`src/rtl/modbus_tcp_register_server_defines.svh`:
```
// assertion macros shared by the rtl
`ifndef MODBUS_TCP_REGISTER_SERVER_DEFINES_SVH
`define MODBUS_TCP_REGISTER_SERVER_DEFINES_SVH

// checks that a condition implies a consequence in the same cycle
`define MTRS_ASSERT_IMP(label, clk, rst_n, cond, cons, msg) \
    label: assert property (@(posedge clk) disable iff (!rst_n) (cond) |-> (cons)) \
        else $error(msg);

// checks that a condition implies a consequence in the next cycle
`define MTRS_ASSERT_NEXT(label, clk, rst_n, cond, cons, msg) \
    label: assert property (@(posedge clk) disable iff (!rst_n) (cond) |=> (cons)) \
        else $error(msg);

`endif

```
`src/rtl/mtrs_reg_file.sv`:
```
`default_nettype none
module mtrs_reg_file #(
    parameter int NUM_REGS = 256,
    parameter int AW = 8
) (
    input  wire logic          clk,
    input  wire logic          rst_n,
    input  wire logic          we,
    input  wire logic [AW-1:0] waddr,
    input  wire logic [15:0]   wdata,
    input  wire logic [AW-1:0] raddr,
    output logic      [15:0]   rdata
);
    logic [15:0]         mem [NUM_REGS];
    logic [NUM_REGS-1:0] vld_reg;
    logic [15:0]         mem_q_reg;
    logic [15:0]         byp_data_reg;
    logic                byp_reg;
    logic                rvld_reg;

    // valid bits stand in for the reset clear
    // read data is registered; a write to the read address is forwarded
    always_ff @(posedge clk or negedge rst_n)
    begin
        if (!rst_n)
        begin
            vld_reg <= '0;
            rvld_reg <= 1'b0;
            byp_reg <= 1'b0;
            byp_data_reg <= '0;
        end
        else
        begin
            if (we)
            begin
                vld_reg[waddr] <= 1'b1;
            end
            rvld_reg <= vld_reg[raddr];
            byp_reg <= we && (waddr == raddr);
            byp_data_reg <= wdata;
        end
    end

    always_ff @(posedge clk)
    begin
        if (we)
        begin
            mem[waddr] <= wdata;
        end
        mem_q_reg <= mem[raddr];
    end

    assign rdata = byp_reg ? byp_data_reg : (rvld_reg ? mem_q_reg : 16'd0);
endmodule
`default_nettype wire

```
`config.mk`:
```
export PLATFORM = sky130hd
export DESIGN_NAME = mtrs_reg_file
export DESIGN_NICKNAME = d
export VERILOG_FILES = /design/src/rtl/modbus_tcp_register_server_defines.svh /design/src/rtl/mtrs_reg_file.sv
export SDC_FILE = /design/constraint.sdc
export NUM_CORES = 2
export LEC_CHECK = 0
export BUFFER_PORTS_ARGS = -buffer_cell sky130_fd_sc_hd__clkbuf_2
export CAP_MARGIN = 10
export CORE_MARGIN = 2
export CORE_UTILIZATION = 45
export DETAILED_ROUTE_END_ITERATION = 16
export GPL_TIMING_DRIVEN = 0
export HOLD_SLACK_MARGIN = 0.06
export PLACE_DENSITY = 0.62
export SLEW_MARGIN = 15
export SYNTH_ARGS = -nofsm -noshare
export SYNTH_HDL_FRONTEND = slang
export SYNTH_SLANG_ARGS = --single-unit
```
`constraint.sdc`:
```
create_clock -name clk -period 2.26 [get_ports clk]
set_input_delay 0.565 -clock clk [delete_from_list [all_inputs] [get_ports clk]]
set_output_delay 0.565 -clock clk [all_outputs]
set_load 0.05 [all_outputs]
```
==> reports/metrics.csv <==
metric;value;unit
status;finished, violations left;
violations;negative setup slack;
yosysWarnings;0;
switchingPower;41.38;mW
p_leak;69.14;nW
path_max_fanout;10;
max_clock_freq;322.2;MHz
required;1.69;ns
dp_slack;-4.109;ns
crit_path_cell_trace;nor2b_4, clkbuf_16, a22o_4, clkbuf_16;
overflow;0;
cts_sinks;4386;
dp_hpwl;454200;um
synth.net_count;8172;
ios;51;
grt.total_usage;33.76;%
p_seq_share;50.5;%
wl;653700;um
final_common_cell;edfxtp_1;
synth_compound_area_share;3.725;%
clock_latency;1.02;ns
finalNonFillerCells;14599;
drtAntennaViolNets;0;
r2r_start;mem[57][13];
muxShareOfSynthArea;15.03;%
p_int;136.2;mW
core_area;378100;um2
tightest_slew;1.274;ns
setup_viol;195;
drive_above_1_share;37.51;%
final.period_utilization;137.3;%
synth_top_family_by_area;multiplexers;
synth.distinct_cells;70;
critical_path.endpoint_type;primary output;
area_growth;22.72;%
whs_path_depth;1;
p_per_area;848.8;nW/um2
htree_levels;5;
power;177.6;mW
grt_start_max_net_pins;125;
ir_worst_vdd;785.2;uV
final_cell_mix;edfxtp_1, mux4_2, mux2i_1;
via_per_inst;6.621;
fin_nets;9204;
hold_viol_final;0;
clkPwrFrac;41.7;%
crit_path_start_kind;register;
synth_seq_cells;4386;
synthSimpleGateAreaFrac;2.863;%
cts_tree;yes;
min_to;mem[182][7];
period_minus_slack;3.104;ns
fillers;27844;
grt_pass1_vias;91205;
comb_power_share;7.8;%
avgSynthCellArea;20.96;um2
cts_root_buffer;clkbuf_16;
cts-buffers-inserted;438;
setup_slack;-0.8438;ns
cts_buffer_depth;4;
drt_iter0_drc;17505;
maxSlewViolCount;0;
dr.pass1.iters;9;
tns;-22.05;ns
whs;0.1264;ns
io_buffers;42;
num_rows;226;
initial_core_util;45.10;%
die_x;619.6;um
netSwitchingFraction;23.30;%
wl_per_cell;44.78;um
crit_slowest_cell;dfrtp_4;
synthArstFlopShare;6.247;%
path_buf_inv;2;
die_y;619.6;um
synth_edf_count;4096;
r2r_slack;-0.36;ns
place_congestion;1.018;
syn-cell-area;170500;um2
place_inst;13355;
relSlewSlack;15.10;%
rsz0062_at_grt;true;
drc_errors;0;
design_area;209300;um2
path_common_cell;clkbuf_16;
fin_util;55.35;%
critPathMaxStageDelay;0.54;ns
reg2reg_depth;6;
drv_cap;0;
crit_arrival;2.54;ns
timing.rr.end;mem_q_reg[13];
cp_top_family;flip-flops;
dieArea;383900;um2
antenna_found_initial;60;
path_clk_slew;0.06;ns
finClkSkew;0.09871;ns
largest_register_ffs;4096;
syn_inst;8137;
num_vias;96659;
yosys.area_share.adder;0;%
grt_pass1_wl;850400;um
critPathKind;reg -> out;
synthFlopType;edfxtp_1;
synth_seq_area_share;76.34;%
holdCritPathClass;in -> reg;
synth_xor_area_share;0.04109;%
holdCritStartpoint;wdata[7];
placed_area;182300;um2
## worst reg2reg max path, delay by kind of cell (launching register included)
kind / cells / cell delay (ns)
compound gates: 2 / 0.61
mux: 2 / 1.14
simple gates: 2 / 0.31
flops: 1 / 0.37
## cell families (layout without fill, tap and decap cells)
| group | count (synthesis) | in the layout |
|---|---|---|
| buf+inv | 497 | 1907 |
| flops | 4386 | 4386 |
| simple gates | 950 | 950 |
| compound gates | 868 | 868 |
| xor+xnor | 8 | 8 |
| other cells | 0 | 36 |
| mux | 1428 | 1428 |
## routing by layer
layer / part of all wire [%] / GRT usage [%] / wire [um] / up-vias
met3: 13 / 9.256 / 83350 / 1410
li1: - / - / - / 36292
met5: 0.028 / 0 / 183 / -
met4: 6.7 / 18.93 / 43690 / 24
met2: 44 / 49.77 / 288400 / 7244
met1: 36 / 45.54 / 238100 / 51689
## cell type report
cell class / count / area [um2] / share of cell area (%)
Sequential cell: 4386 / 130200 / 62.21
Multi-Input combinational cell: 3254 / 42780 / 20.45
Clock inverter: 243 / 2845 / 1.360
Timing Repair Buffer: 599 / 9429 / 4.506
Tap cell: 5016 / 6276 / 2.999
Clock buffer: 575 / 11760 / 5.619
Inverter: 4 / 20.02 / 0.009567
Buffer: 486 / 5874 / 2.807
Antenna cell: 36 / 90.09 / 0.04305
## how the worst max path moves through the flow
stage,depth (start not counted),start,to
detailed placement,9,raddr[3],mem_q_reg[4]
floorplan,10,raddr[0],rvld_reg
global route,4,byp_reg,rdata[6]
finish,4,byp_reg,rdata[6]
CTS,4,byp_reg,rdata[6]
global placement,1,rst_n,vld_reg[116]
## Yosys cell counts (all sizes together), types with 43 or more instances
cell type	n	share of area, %
edfxtp	4096	72
mux4	872	12
mux2i	480	2.8
nor2	293	0.65
or2	275	1.0
dfrtp	274	4.0
buf	266	1.5
clkbuf	226	0.53
o22ai	193	0.72
o221ai	135	0.69
a22o	118	0.61
o21ai	99	0.29
nor3	95	0.28
nand2	86	0.19
a21oi	83	0.24
mux2	76	0.50
a221oi	58	0.30
a22oi	49	0.22
nand3	43	0.13
## power groups by stage
| stage | clock [mW] | sequential, mW | combinational, mW |
|---|---|---|---|
| 2_1_floorplan | 0 | 91.2 | 5.07 |
| 5_1_grt | 77.5 | 89.6 | 13.9 |
| 4_1_cts | 74.4 | 89.6 | 13.1 |
| 3_5_place_dp | 0 | 91.3 | 11.6 |
| 6_report | 74.1 | 89.6 | 13.9 |
| 3_3_place_gp | 0 | 91.8 | 11.0 |
## timing repair
item / in CTS / in global routing
gates resized for setup: 1333 / 307
hold endpoints to repair: 293 / 0
setup buffers: 265 / 123
cloned: 1 / 3
hold buffers: 8 / 0
setup endpoints to repair: 3695 / 649
pin swaps: 253 / 154
(Power assumes the default switching activity.)
